$ cat src/rtl/tlw_pkg.sv
`default_nettype none

package tlw_pkg;

  localparam int unsigned RunSlotsDef = 256;
  localparam int unsigned MaxRes      = 3;
  localparam int unsigned CfgIdxW     = 3;
  localparam int unsigned CfgDataW    = 12;

  localparam logic [7:0] CharSpace   = 8'h20;
  localparam logic [7:0] CharTilde   = 8'h7E;
  localparam logic [7:0] CharNewline = 8'h0A;

  typedef enum logic [1:0] {
    KIND_GLYPH = 2'd0,
    KIND_FLUSH = 2'd1,
    KIND_HALT  = 2'd2
  } tlw_kind_e;

  typedef enum logic [CfgIdxW-1:0] {
    CFG_ORIGIN_X    = 3'd0,
    CFG_ORIGIN_Y    = 3'd1,
    CFG_WRAP_WIDTH  = 3'd2,
    CFG_STOP_HEIGHT = 3'd3,
    CFG_LINE_GAP    = 3'd4,
    CFG_GLYPH_W     = 3'd5,
    CFG_GLYPH_H     = 3'd6
  } tlw_cfg_idx_e;

  typedef struct packed {
    logic [11:0] origin_x;
    logic [11:0] origin_y;
    logic [11:0] wrap_width;
    logic [11:0] stop_height;
    logic [7:0]  line_gap;
    logic [6:0]  glyph_w;
    logic [6:0]  glyph_h;
  } tlw_cfg_t;

  typedef struct packed {
    tlw_kind_e   kind;
    logic [6:0]  glyph_code;
    logic [7:0]  slot;
    logic [15:0] run_x;
    logic [15:0] run_y;
    logic [8:0]  run_length;
    logic        last;
  } tlw_res_t;

  typedef struct packed {
    tlw_res_t [MaxRes-1:0] res;
    logic [1:0]            cnt;
  } tlw_bundle_t;

  function automatic logic [15:0] sat16(input logic [16:0] s);
    return s[16] ? 16'hFFFF : s[15:0];
  endfunction

  function automatic tlw_res_t mk_glyph(input logic [6:0] code, input logic [7:0] slot);
    tlw_res_t r;
    r            = '0;
    r.kind       = KIND_GLYPH;
    r.glyph_code = code;
    r.slot       = slot;
    return r;
  endfunction

  function automatic tlw_res_t mk_flush(input logic [15:0] x, input logic [15:0] y,
                                        input logic [8:0] len);
    tlw_res_t r;
    r            = '0;
    r.kind       = KIND_FLUSH;
    r.run_x      = x;
    r.run_y      = y;
    r.run_length = len;
    return r;
  endfunction

  function automatic tlw_res_t mk_halt();
    tlw_res_t r;
    r      = '0;
    r.kind = KIND_HALT;
    return r;
  endfunction

endpackage

`default_nettype wire

$ cat src/rtl/tlw_char_if.sv
`default_nettype none

interface tlw_char_if;
  logic       valid;
  logic       ready;
  logic [7:0] char_code;
  logic       end_of_text;

  modport source (output valid, output char_code, output end_of_text, input ready);
  modport sink (input valid, input char_code, input end_of_text, output ready);
endinterface

`default_nettype wire

$ cat src/rtl/tlw_res_if.sv
`default_nettype none

interface tlw_res_if;
  logic                valid;
  logic                ready;
  tlw_pkg::tlw_kind_e  kind;
  logic [6:0]          glyph_code;
  logic [7:0]          slot;
  logic [15:0]         run_x;
  logic [15:0]         run_y;
  logic [8:0]          run_length;
  logic                last;

  modport source (output valid, output kind, output glyph_code, output slot, output run_x,
                  output run_y, output run_length, output last, input ready);
  modport sink (input valid, input kind, input glyph_code, input slot, input run_x,
                input run_y, input run_length, input last, output ready);
endinterface

`default_nettype wire

$ cat src/rtl/tlw_core.sv
`default_nettype none

module tlw_core #(
  parameter int unsigned RunSlots = tlw_pkg::RunSlotsDef
) (
  input  wire                   clk_i,
  input  wire                   rst_ni,
  input  tlw_pkg::tlw_cfg_t     cfg_i,
  tlw_char_if.sink              char_i,
  input  wire                   q_ready_i,
  output logic                  bundle_valid_o,
  output tlw_pkg::tlw_bundle_t  bundle_o
);
  import tlw_pkg::*;

  localparam int unsigned CntW = $clog2(RunSlots + 1);
  localparam logic [CntW-1:0] RunFull = CntW'(RunSlots);

  logic [15:0]     pen_x_q, pen_x_d;
  logic [15:0]     pen_y_q, pen_y_d;
  logic [15:0]     start_x_q, start_x_d;
  logic [CntW-1:0] count_q, count_d;
  logic            halted_q, halted_d;
  logic            in_text_q, in_text_d;

  logic            accept;
  logic            do_char;
  logic [1:0]      n;
  tlw_res_t [MaxRes-1:0] res;
  logic [7:0]      c;

  function automatic logic stop_hit(input logic [15:0] y, input tlw_cfg_t cfg);
    return (cfg.stop_height != '0) &&
           ($signed({2'b00, y}) - $signed({6'b0, cfg.origin_y}) >
            $signed({6'b0, cfg.stop_height}));
  endfunction

  function automatic logic [15:0] down_line(input logic [15:0] y, input tlw_cfg_t cfg);
    return sat16({1'b0, y} + 17'(cfg.glyph_h) + 17'(cfg.line_gap));
  endfunction

  assign accept         = char_i.valid && q_ready_i;
  assign char_i.ready   = q_ready_i;
  assign c              = char_i.char_code;
  assign bundle_valid_o = accept && (n != 2'd0);

  always_comb begin
    pen_x_d   = in_text_q ? pen_x_q : 16'(cfg_i.origin_x);
    pen_y_d   = in_text_q ? pen_y_q : 16'(cfg_i.origin_y);
    start_x_d = in_text_q ? start_x_q : 16'(cfg_i.origin_x);
    count_d   = in_text_q ? count_q : '0;
    halted_d  = in_text_q ? halted_q : 1'b0;
    in_text_d = 1'b1;
    do_char   = 1'b0;
    n         = 2'd0;
    res       = '0;

    if (!halted_d) begin
      if (stop_hit(pen_y_d, cfg_i)) begin
        res[n]   = mk_halt();
        n        = n + 2'd1;
        halted_d = 1'b1;
      end else if ((cfg_i.wrap_width != '0) &&
                   ($signed({3'b0, pen_x_d}) - $signed({7'b0, cfg_i.origin_x}) +
                    $signed({12'b0, cfg_i.glyph_w}) > $signed({7'b0, cfg_i.wrap_width})))
      begin
        if (count_d == '0) begin
          res[n]   = mk_halt();
          n        = n + 2'd1;
          halted_d = 1'b1;
        end else begin
          res[n]    = mk_flush(start_x_d, pen_y_d, 9'(count_d));
          n         = n + 2'd1;
          pen_x_d   = 16'(cfg_i.origin_x);
          start_x_d = 16'(cfg_i.origin_x);
          pen_y_d   = down_line(pen_y_d, cfg_i);
          count_d   = '0;
          if (stop_hit(pen_y_d, cfg_i) ||
              ((cfg_i.wrap_width != '0) && ({5'b0, cfg_i.glyph_w} > cfg_i.wrap_width))) begin
            res[n]   = mk_halt();
            n        = n + 2'd1;
            halted_d = 1'b1;
          end else begin
            do_char = 1'b1;
          end
        end
      end else if (count_d >= RunFull) begin
        res[n]    = mk_flush(start_x_d, pen_y_d, 9'(count_d));
        n         = n + 2'd1;
        start_x_d = pen_x_d;
        count_d   = '0;
        do_char   = 1'b1;
      end else begin
        do_char = 1'b1;
      end

      if (do_char) begin
        if (c == CharNewline) begin
          res[n]    = mk_flush(start_x_d, pen_y_d, 9'(count_d));
          n         = n + 2'd1;
          pen_x_d   = 16'(cfg_i.origin_x);
          start_x_d = 16'(cfg_i.origin_x);
          pen_y_d   = down_line(pen_y_d, cfg_i);
          count_d   = '0;
        end else if ((c >= CharSpace) && (c <= CharTilde)) begin
          res[n]  = mk_glyph(c[6:0], 8'(count_d));
          n       = n + 2'd1;
          count_d = count_d + CntW'(1);
          pen_x_d = sat16({1'b0, pen_x_d} + 17'(cfg_i.glyph_w));
        end
      end

      if (char_i.end_of_text && !halted_d && (count_d != '0)) begin
        res[n] = mk_flush(start_x_d, pen_y_d, 9'(count_d));
        n      = n + 2'd1;
      end
    end

    if (char_i.end_of_text) begin
      count_d   = '0;
      halted_d  = 1'b0;
      in_text_d = 1'b0;
    end

    if (n != 2'd0) begin
      res[n - 2'd1].last = 1'b1;
    end
  end

  assign bundle_o.res = res;
  assign bundle_o.cnt = n;

  always_ff @(posedge clk_i or negedge rst_ni) begin
    if (!rst_ni) begin
      pen_x_q   <= '0;
      pen_y_q   <= '0;
      start_x_q <= '0;
      count_q   <= '0;
      halted_q  <= 1'b0;
      in_text_q <= 1'b0;
    end else if (accept) begin
      pen_x_q   <= pen_x_d;
      pen_y_q   <= pen_y_d;
      start_x_q <= start_x_d;
      count_q   <= count_d;
      halted_q  <= halted_d;
      in_text_q <= in_text_d;
    end
  end

endmodule

`default_nettype wire

$ cat src/rtl/tlw_outq.sv
`default_nettype none

module tlw_outq (
  input  wire                   clk_i,
  input  wire                   rst_ni,
  input  wire                   push_i,
  input  tlw_pkg::tlw_bundle_t  bundle_i,
  output logic                  ready_o,
  tlw_res_if.source             res_o
);
  import tlw_pkg::*;

  tlw_bundle_t bund_q [2];
  logic        wr_ptr_q, rd_ptr_q;
  logic [1:0]  fill_q;
  logic [1:0]  cursor_q;
  logic        pop, take;
  tlw_res_t    head;

  assign ready_o  = (fill_q != 2'd2);
  assign head     = bund_q[rd_ptr_q].res[cursor_q];
  assign take     = res_o.valid && res_o.ready;
  assign pop      = take && (cursor_q == (bund_q[rd_ptr_q].cnt - 2'd1));

  assign res_o.valid      = (fill_q != 2'd0);
  assign res_o.kind       = head.kind;
  assign res_o.glyph_code = head.glyph_code;
  assign res_o.slot       = head.slot;
  assign res_o.run_x      = head.run_x;
  assign res_o.run_y      = head.run_y;
  assign res_o.run_length = head.run_length;
  assign res_o.last       = head.last;

  always_ff @(posedge clk_i) begin
    if (push_i) begin
      bund_q[wr_ptr_q] <= bundle_i;
    end
  end

  always_ff @(posedge clk_i or negedge rst_ni) begin
    if (!rst_ni) begin
      wr_ptr_q <= 1'b0;
      rd_ptr_q <= 1'b0;
      fill_q   <= 2'd0;
      cursor_q <= 2'd0;
    end else begin
      if (push_i) begin
        wr_ptr_q <= ~wr_ptr_q;
      end
      if (pop) begin
        rd_ptr_q <= ~rd_ptr_q;
        cursor_q <= 2'd0;
      end else if (take) begin
        cursor_q <= cursor_q + 2'd1;
      end
      if (push_i && !pop) begin
        fill_q <= fill_q + 2'd1;
      end else if (pop && !push_i) begin
        fill_q <= fill_q - 2'd1;
      end
    end
  end

endmodule

`default_nettype wire

$ cat src/rtl/text_line_wrap_layout.sv
// An accepted request's results are registered in the result queue and offered in order.
// One request per cycle while the queue has room; each result is held until the output takes it.
// A two-entry result queue sits behind the layout logic; input ready is low while both are full.
// Reset clears the layout state and the queue and loads the register defaults
// (glyph cell 6 by 12, everything else zero).
`default_nettype none

module text_line_wrap_layout #(
  parameter int unsigned RunSlots = tlw_pkg::RunSlotsDef
) (
  input  wire                           clk_i,
  input  wire                           rst_ni,
  input  wire                           cfg_we_i,
  input  wire [tlw_pkg::CfgIdxW-1:0]    cfg_idx_i,
  input  wire [tlw_pkg::CfgDataW-1:0]   cfg_data_i,
  tlw_char_if.sink                      char_i,
  tlw_res_if.source                     res_o
);
  import tlw_pkg::*;

  tlw_cfg_t    cfg_q;
  tlw_bundle_t bundle;
  logic        bundle_valid;
  logic        q_ready;

  always_ff @(posedge clk_i or negedge rst_ni) begin
    if (!rst_ni) begin
      cfg_q <= '{origin_x: 12'd0, origin_y: 12'd0, wrap_width: 12'd0, stop_height: 12'd0,
                 line_gap: 8'd0, glyph_w: 7'd6, glyph_h: 7'd12};
    end else if (cfg_we_i) begin
      unique case (tlw_cfg_idx_e'(cfg_idx_i))
        CFG_ORIGIN_X:    cfg_q.origin_x    <= cfg_data_i;
        CFG_ORIGIN_Y:    cfg_q.origin_y    <= cfg_data_i;
        CFG_WRAP_WIDTH:  cfg_q.wrap_width  <= cfg_data_i;
        CFG_STOP_HEIGHT: cfg_q.stop_height <= cfg_data_i;
        CFG_LINE_GAP:    cfg_q.line_gap    <= cfg_data_i[7:0];
        CFG_GLYPH_W:     cfg_q.glyph_w     <= cfg_data_i[6:0];
        CFG_GLYPH_H:     cfg_q.glyph_h     <= cfg_data_i[6:0];
        default: ;
      endcase
    end
  end

  tlw_core #(
    .RunSlots(RunSlots)
  ) u_core (
    .clk_i          (clk_i),
    .rst_ni         (rst_ni),
    .cfg_i          (cfg_q),
    .char_i         (char_i),
    .q_ready_i      (q_ready),
    .bundle_valid_o (bundle_valid),
    .bundle_o       (bundle)
  );

  tlw_outq u_outq (
    .clk_i    (clk_i),
    .rst_ni   (rst_ni),
    .push_i   (bundle_valid),
    .bundle_i (bundle),
    .ready_o  (q_ready),
    .res_o    (res_o)
  );

endmodule

`default_nettype wire

$ cat src/flat_wrapper.sv
// flat-port wrapper written by rule: the top's interface ports become plain ports
module text_line_wrap_layout_flat import tlw_pkg::*;
#(
  parameter int unsigned RunSlots = tlw_pkg::RunSlotsDef
)
  (clk_i, rst_ni, cfg_we_i, cfg_idx_i, cfg_data_i, char_i_valid, char_i_char_code, char_i_end_of_text, char_i_ready, res_o_valid, res_o_kind, res_o_glyph_code, res_o_slot, res_o_run_x, res_o_run_y, res_o_run_length, res_o_last, res_o_ready);
  tlw_char_if char_i_i ();
  tlw_res_if res_o_i ();
  input  wire clk_i;
  input  wire rst_ni;
  input  wire cfg_we_i;
  input  wire [tlw_pkg::CfgIdxW-1:0] cfg_idx_i;
  input  wire [tlw_pkg::CfgDataW-1:0] cfg_data_i;
  input wire logic [$bits(char_i_i.valid)-1:0] char_i_valid;
  input wire logic [$bits(char_i_i.char_code)-1:0] char_i_char_code;
  input wire logic [$bits(char_i_i.end_of_text)-1:0] char_i_end_of_text;
  output wire logic [$bits(char_i_i.ready)-1:0] char_i_ready;
  output wire logic [$bits(res_o_i.valid)-1:0] res_o_valid;
  output wire logic [$bits(res_o_i.kind)-1:0] res_o_kind;
  output wire logic [$bits(res_o_i.glyph_code)-1:0] res_o_glyph_code;
  output wire logic [$bits(res_o_i.slot)-1:0] res_o_slot;
  output wire logic [$bits(res_o_i.run_x)-1:0] res_o_run_x;
  output wire logic [$bits(res_o_i.run_y)-1:0] res_o_run_y;
  output wire logic [$bits(res_o_i.run_length)-1:0] res_o_run_length;
  output wire logic [$bits(res_o_i.last)-1:0] res_o_last;
  input wire logic [$bits(res_o_i.ready)-1:0] res_o_ready;
  assign char_i_i.valid = char_i_valid;
  assign char_i_i.char_code = char_i_char_code;
  assign char_i_i.end_of_text = char_i_end_of_text;
  assign char_i_ready = char_i_i.ready;
  assign res_o_valid = res_o_i.valid;
  assign res_o_kind = res_o_i.kind;
  assign res_o_glyph_code = res_o_i.glyph_code;
  assign res_o_slot = res_o_i.slot;
  assign res_o_run_x = res_o_i.run_x;
  assign res_o_run_y = res_o_i.run_y;
  assign res_o_run_length = res_o_i.run_length;
  assign res_o_last = res_o_i.last;
  assign res_o_i.ready = res_o_ready;
  text_line_wrap_layout #(.RunSlots(RunSlots)) u_core (.clk_i(clk_i), .rst_ni(rst_ni), .cfg_we_i(cfg_we_i), .cfg_idx_i(cfg_idx_i), .cfg_data_i(cfg_data_i), .char_i(char_i_i), .res_o(res_o_i));
endmodule
$ cat config.mk
export PLATFORM = sky130hd
export DESIGN_NAME = text_line_wrap_layout_flat
export DESIGN_NICKNAME = d
export VERILOG_FILES = /design/src/rtl/tlw_pkg.sv /design/src/rtl/tlw_char_if.sv /design/src/rtl/tlw_res_if.sv /design/src/rtl/tlw_core.sv /design/src/rtl/tlw_outq.sv /design/src/rtl/text_line_wrap_layout.sv /design/src/flat_wrapper.sv
export SDC_FILE = /design/constraint.sdc
export NUM_CORES = 1
export LEC_CHECK = 0
export ABC_AREA = 0
export ABC_CLOCK_PERIOD_IN_PS = 46000
export BUFFER_PORTS_ARGS = -buffer_cell sky130_fd_sc_hd__clkbuf_2
export CAP_MARGIN = 20
export CORE_ASPECT_RATIO = 1.5
export CORE_MARGIN = 2
export CORE_UTILIZATION = 60
export DETAILED_ROUTE_END_ITERATION = 8
export PLACE_DENSITY_LB_ADDON = 0.08
export SLEW_MARGIN = 20
export SYNTH_ARGS = -nofsm -noshare
export SYNTH_HDL_FRONTEND = slang
export SYNTH_SLANG_ARGS = --single-unit
$ cat constraint.sdc
create_clock -name clk_i -period 46 [get_ports clk_i]
set_input_delay 9.2 -clock clk_i [delete_from_list [all_inputs] [get_ports clk_i]]
set_output_delay 9.2 -clock clk_i [all_outputs]
set_load 0.1 [all_outputs]
Word level (Yosys, flattened, before mapping)
Memory sizes are Yosys's and may differ from the RTL's.
Index checks and enable logic that the tools add are counted.
Storage, ports and cells
  bits in latches: 0
  ROM bits: 0
  bits in registers: 135
  output and inout port bits: 61
  bits in writable memories: 358
  memories: 1
  word-level logic and storage cells: 200
  input port bits: 29
Memory list
  u_core.u_outq.bund_q: depth 2, bits a word 179, read ports 1, clocked after memory_dff 0, write ports 1, RTL line tlw_outq.sv:13  | tlw_bundle_t bund_q [2];
Operators by class
  equality and inequality tests: 9
  bitwise operators: 2
  add/sub/neg operators: 17
  multiplexer cells: 104
  magnitude comparators: 14
  div/mod/pow operators: 0
  shift operators: 0
  reductions and logical operators: 36
  multipliers: 0
Operator list (number)
  $mux W177: 7
  $bwmux W177: 4
  $mux W59: 12
  $mux W16: 31
  $demux W59 S2: 3
  $bmux W59 S2: 1
  $mux W9: 12
  $mux W58: 1
  $add A16 B7 Y17: 3
  $sub A16 B12 Y17: 3
  $add A17 B8 Y17: 2
  $gt A17 B13 Y1: 2
  $mux W2: 15
  $reduce_bool A12 Y1: 2
  $add A17 B8 Y18: 1
  $gt A18 B13 Y1: 1
  $mux W1: 18
  $logic_and A1 B1 Y1: 16
  $reduce_and A2 Y1: 7
  $gt A7 B12 Y1: 1
  $lt A2 B3 Y1 const B: 4
  $add A9 B1 Y9 const B: 1
  $eq A3 B3 Y1 const B: 3
  $ge A9 B9 Y1 const B: 1
  other kinds (17): 31

Longest topological paths before layout
  depth in word-level cells: 28
  mapped depth: 54

Cells and area by module
From an unflattened synthesis, not the netlist that was laid out.
Second synthesis, totals
  cells, all modules: 2612
  area total of the unflattened synthesis: 29240.5 µm²
By module, submodules not included
  tlw_outq: cells each 681, instances 1, area each 14051.0 µm²
  tlw_core: cells each 1779, instances 1, area each 12409.4 µm²
  text_line_wrap_layout: cells each 152, instances 1, area each 2780.2 µm²

Worst setup path after synthesis
OpenSTA, ideal clock, no wires.
  path kind: input -> register
  start point: input port char_i_char_code[4]
  end point: memory u_core.u_outq.bund_q[0][0] in the netlist's numbering, enable pin
  slack: 25682 ps
  setup time: 740 ps
  arrival: 19579 ps
  stages on the path: 11
  cell sequence: and4_1 > a311oi_1 > and3_1 > nand3_1 > a2111oi_4 > xor2_1 > o41a_1 > nor4b_1 > a211oi_1 > a221oi_4 > nor2b_1
Between the ends
  cells in the longest elaborated chain, start to end: 14
Ends and longest elaborated chain
  start, declared: RTL line flat_wrapper.sv:15  | input wire logic [$bits(char_i_i.char_code)-1:0] char_i_char_code;
  $ge A8 B6 Y1 / $le A8 B7 Y1 (equally long branches): RTL line tlw_core.sv:105  | end else if ((c >= CharSpace) && (c <= CharTilde)) begin
  $logic_and A1 B1 Y1: RTL line tlw_core.sv:105
  $mux W9: RTL line tlw_core.sv:105
  $mux W9: RTL line tlw_core.sv:98  | if (c == CharNewline) begin
  $mux W9: RTL line tlw_core.sv:97  | if (do_char) begin
  $mux W9: RTL line tlw_core.sv:58  | if (!halted_d) begin
  $reduce_bool A9 Y1: RTL line tlw_core.sv:113  | if (char_i.end_of_text && !halted_d && (count_d != '0)) begin
  $logic_and A1 B1 Y1: RTL line tlw_core.sv:113
  $mux W2 (*): RTL line tlw_core.sv:113
  $mux W2 (*): RTL line tlw_core.sv:58
  $reduce_bool A2 Y1 (*): RTL line tlw_core.sv:45  | assign bundle_valid_o = accept && (n != 2'd0);
  $logic_and A1 B1 Y1 (*): RTL line tlw_core.sv:45
  net u_core.bundle_valid: RTL line text_line_wrap_layout.sv:23  | logic bundle_valid;
  $mux W1 (*): RTL line tlw_outq.sv:35  | if (push_i) begin
  $mux W1 (implied by the code) (*): RTL line tlw_outq.sv:36  | bund_q[wr_ptr_q] <= bundle_i;
  end, declared: RTL line tlw_outq.sv:13
The timed path passes the listed nets; every way through them passes the cells marked *. The select of a mux whose other input is x is not followed.

Worst setup path after layout
  start point: input port char_i_char_code[4]
  end point: memory u_core.u_outq.bund_q[0][92] in the netlist's numbering, enable pin
Same word-level chain as after synthesis.

==> results_dict.tcl <==
set metrics [dict create \
    post_drt_via_cell_ratio 6.50 \
    antenna_left 0 \
    core_sq_um 47500 \
    grt_usage_pct 32.8 \
    clk_latency_ns 0.60 \
    dieArea_sq_um 49500 \
    seq_area_sq_um 14100 \
    syn2layout_area_growth_pct 9.05 \
    nets 2871 \
    outcome "complete, no violations" \
    worst_pin_slew_ns 0.989 \
    synth_top_family_by_area "compound AO/OA/AOI/OAI gates" \
    finalCritPeriodShare_pct 29.9 \
    cts_buffers 47 \
    synthMuxAreaShare_pct 9.26 \
    crit_required_ns 46.22 \
    vias 21700 \
    cts_root_buf "clkbuf_16" \
    drive_above_1_share_pct 13.2 \
    max-cap-violations 0 \
    crit_type "in -> reg" \
    final_cell_mix "edfxtp_1, nand2_1, inv_1, o21ai_0, nor2_1" \
    synth_area_sq_um 28600 \
    clkSlewWorstSetupHoldPaths_ns 0.06 \
    fill_cells 3759 \
    fin_setup_tns_ns 0 \
    grt_pass1_vias 21500 \
    crit_chain "clkbuf_2 > and4_1 > a311oi_1 > buf_4 > and3_1 > and2_1 > and4_1 > a31oi_1 > o41a_1 > nor4b_1 > a211oi_1 > a221oi_4 > nor2b_4 > buf_4" \
    synth-adder-area-share_pct 6.67 \
    cts_buffer_depth 3 \
    finalSetupViolCount 0 \
    holdCritStartpoint "u_core.u_outq.fill_q[1]$_DFFE_PN0P_" \
    post_cts.repair.setup_buffers 0 \
    fin_crit_ns 13.76 \
    ctsResizeCount 0 \
    wl_met2_microns 40500 \
    worstPathArrival_ns 13.98 \
    place_congestion 0.931 \
    htree_levels 2 \
    synth_compound_area_share_pct 15.6 \
    ctsHoldBuffers 0 \
    ys_types 99 \
    final-hold-violation-count 0 \
    crit_path_top_delay_cell "buf_4" \
    yosysWarningCount 0 \
    ys_seq_elements 491 \
    diodes 0 \
    rows 98 \
    synth-seq-area-share_pct 49.2 \
    synthSimpleGateAreaFrac_pct 12.6 \
    portBuffers 89 \
    hpwl_microns 57900 \
    startpoint_type "input pin" \
    max_stage_delay_ns 0.81 \
    wl_met1_microns 31400 \
    syn_inst 2662 \
    synth_edf_count 356 \
    final_common_cell "edfxtp_1" \
    dr.pass1.iters 6 \
    yosys-top-cells-area "edfxtp_1, dfrtp_1, ha_1" \
    r2r_start "u_core.u_core.in_text_q$_DFFE_PN0P_" \
    multi_input_area_sq_um 13300 \
    max-slew-margin-rel_pct 32.2 \
    synthFlopType "edfxtp_1" \
    io_pins 90 \
    wl_per_cell_microns 24.2 \
    highest_layer "met4" \
    cts_tree "done" \
    grt_overflow_total 0 \
    finClkSkew_ns 0.0189 \
    clock.fmax_ghz 0.0727 \
    wirelength_microns 80800 \
    die_w_microns 182 \
    yosysTopAreaCellShare_pct 37.3 \
    post-synth-top-area-cell "edfxtp_1" \
    die_h_microns 272 \
    rsz0062_at_grt "no" \
    cts.sink_count 491 \
    grt_pass1_wl_microns 125000 \
    endpoint_kind "flip-flop" \
    antenna_found_initial 1 \
    met3_length_microns 4740 \
    syn-mean-instance-area_sq_um 10.8 \
    crit_start "char_i_char_code[4]" \
    drt_iter0_markers 1871 \
    initial_core_util_pct 60.3 \
    remaining_drc_errors 0 \
    synthXorXnorAreaFrac_pct 2.20 \
    async_flop_share_pct 27.5 \
    grt_max_degree 86 \
    report.final.slew_viol_count 0 \
    hp-class "reg -> reg" \
    synthesis.nets 2831 \
    critPathMaxFanout 68 \
]
## final timing paths
| kind | to | depth (start not counted) | slack (ns) |
|---|---|---|---|
| min in group asynchronous | u_core.cfg_q[38]$_DFFE_PN0P_ | 1 | 8.67 |
| hold / removal | u_core.u_outq.fill_q[1]$_DFFE_PN0P_ | 1 | 0.50 |
| setup / recovery | u_core.u_outq.bund_q[0][92]$_DFFE_PP_ | 14 | 32.24 |
| max in group asynchronous | u_core.u_core.pen_y_q[1]$_DFFE_PN0P_ | 2 | 35.97 |
| setup reg to reg | u_core.u_outq.bund_q[0][92]$_DFFE_PP_ | 36 | 33.33 |
| hold reg to reg | u_core.u_outq.fill_q[1]$_DFFE_PN0P_ | 1 | 0.50 |
## kinds of logic after synthesis
kind of cell / after synthesis
buffers and inverters: 331
adder cells (fa/ha/maj): 140
AO/OA/AOI/OAI: 668
flip-flops: 491
XOR/XNOR: 72
AND/OR/NAND/NOR: 774
multiplexers: 186
## stage by stage
step	instances	setup WS, ns	hold WS, ns	cell area (sq um)	util (%)
finish	3341	32.24	0.497	31200	65.8
global route	3341	31.92	0.529	31200	65.8
CTS	3341	32.16	0.492	31200	65.8
detailed placement	3253	31.55	0.479	29600	62.4
global placement	3253	31.57	0.466	29600	62.4
floorplan	2662	25.68	0.450	28600	-
## worst max-delay path: cells and delay by family
family | cells | cell delay (ns)
buffers and inverters | 3 | 1.14
AND/OR/NAND/NOR | 6 | 2.13
AO/OA/AOI/OAI | 5 | 1.41
## synthesized netlist by cell type, drive strengths merged (7+ instances only)
master / instances
a211oi: 11
mux2i: 85
nor2: 160
o211ai: 30
o221a: 8
xnor2: 50
and4: 8
ha: 119
dfrtp: 131
inv: 195
a22oi: 23
o22ai: 98
edfxtp: 356
fa: 21
or3: 8
o21bai: 13
nand2: 295
buf: 43
a22o: 13
nand2b: 38
nor4: 18
o21a: 17
o221ai: 12
nand4: 21
a21oi: 121
o21ai: 190
xor2: 22
nand3: 75
nor3: 60
mux4: 59
a21o: 19
clkbuf: 93
a2111oi: 7
nor2b: 22
and3: 14
and2: 32
mux2: 42
a31oi: 15
o31ai: 24
## layer usage
metal  track usage [%]  vias up
li1                  -     9978
met1              41.0    10700
met2              56.9      879
met3              4.32      211
met4              15.2        0
met5                 0        -
## sequential cells by signal (all words and copies together) (netlist names)
register,flops
u_core.cfg_q,70
u_core.u_core.pen_x_q,16
u_core.u_outq.bund_q,356
u_core.u_outq.fill_q,2
u_core.u_core.count_q,9
u_core.u_outq.cursor_q,2
u_core.u_core.halted_q,1
u_core.u_core.start_x_q,16
u_core.u_core.pen_y_q,16
u_core.u_core.in_text_q,1
u_core.u_outq.rd_ptr_q,1
u_core.u_outq.wr_ptr_q,1
## area by class of cell
class / instances / area share, %
well taps: 600 / 2.40
clock buffers: 62 / 4.18
clock inverters: 26 / 0.946
repair buffers: 127 / 2.38
flip-flops and latches: 491 / 45.1
inverters: 195 / 2.34
multi-input cells: 1840 / 42.6
Power is not shown: default switching activity piles up to over one toggle a cycle in this logic, so the estimate is an artifact.
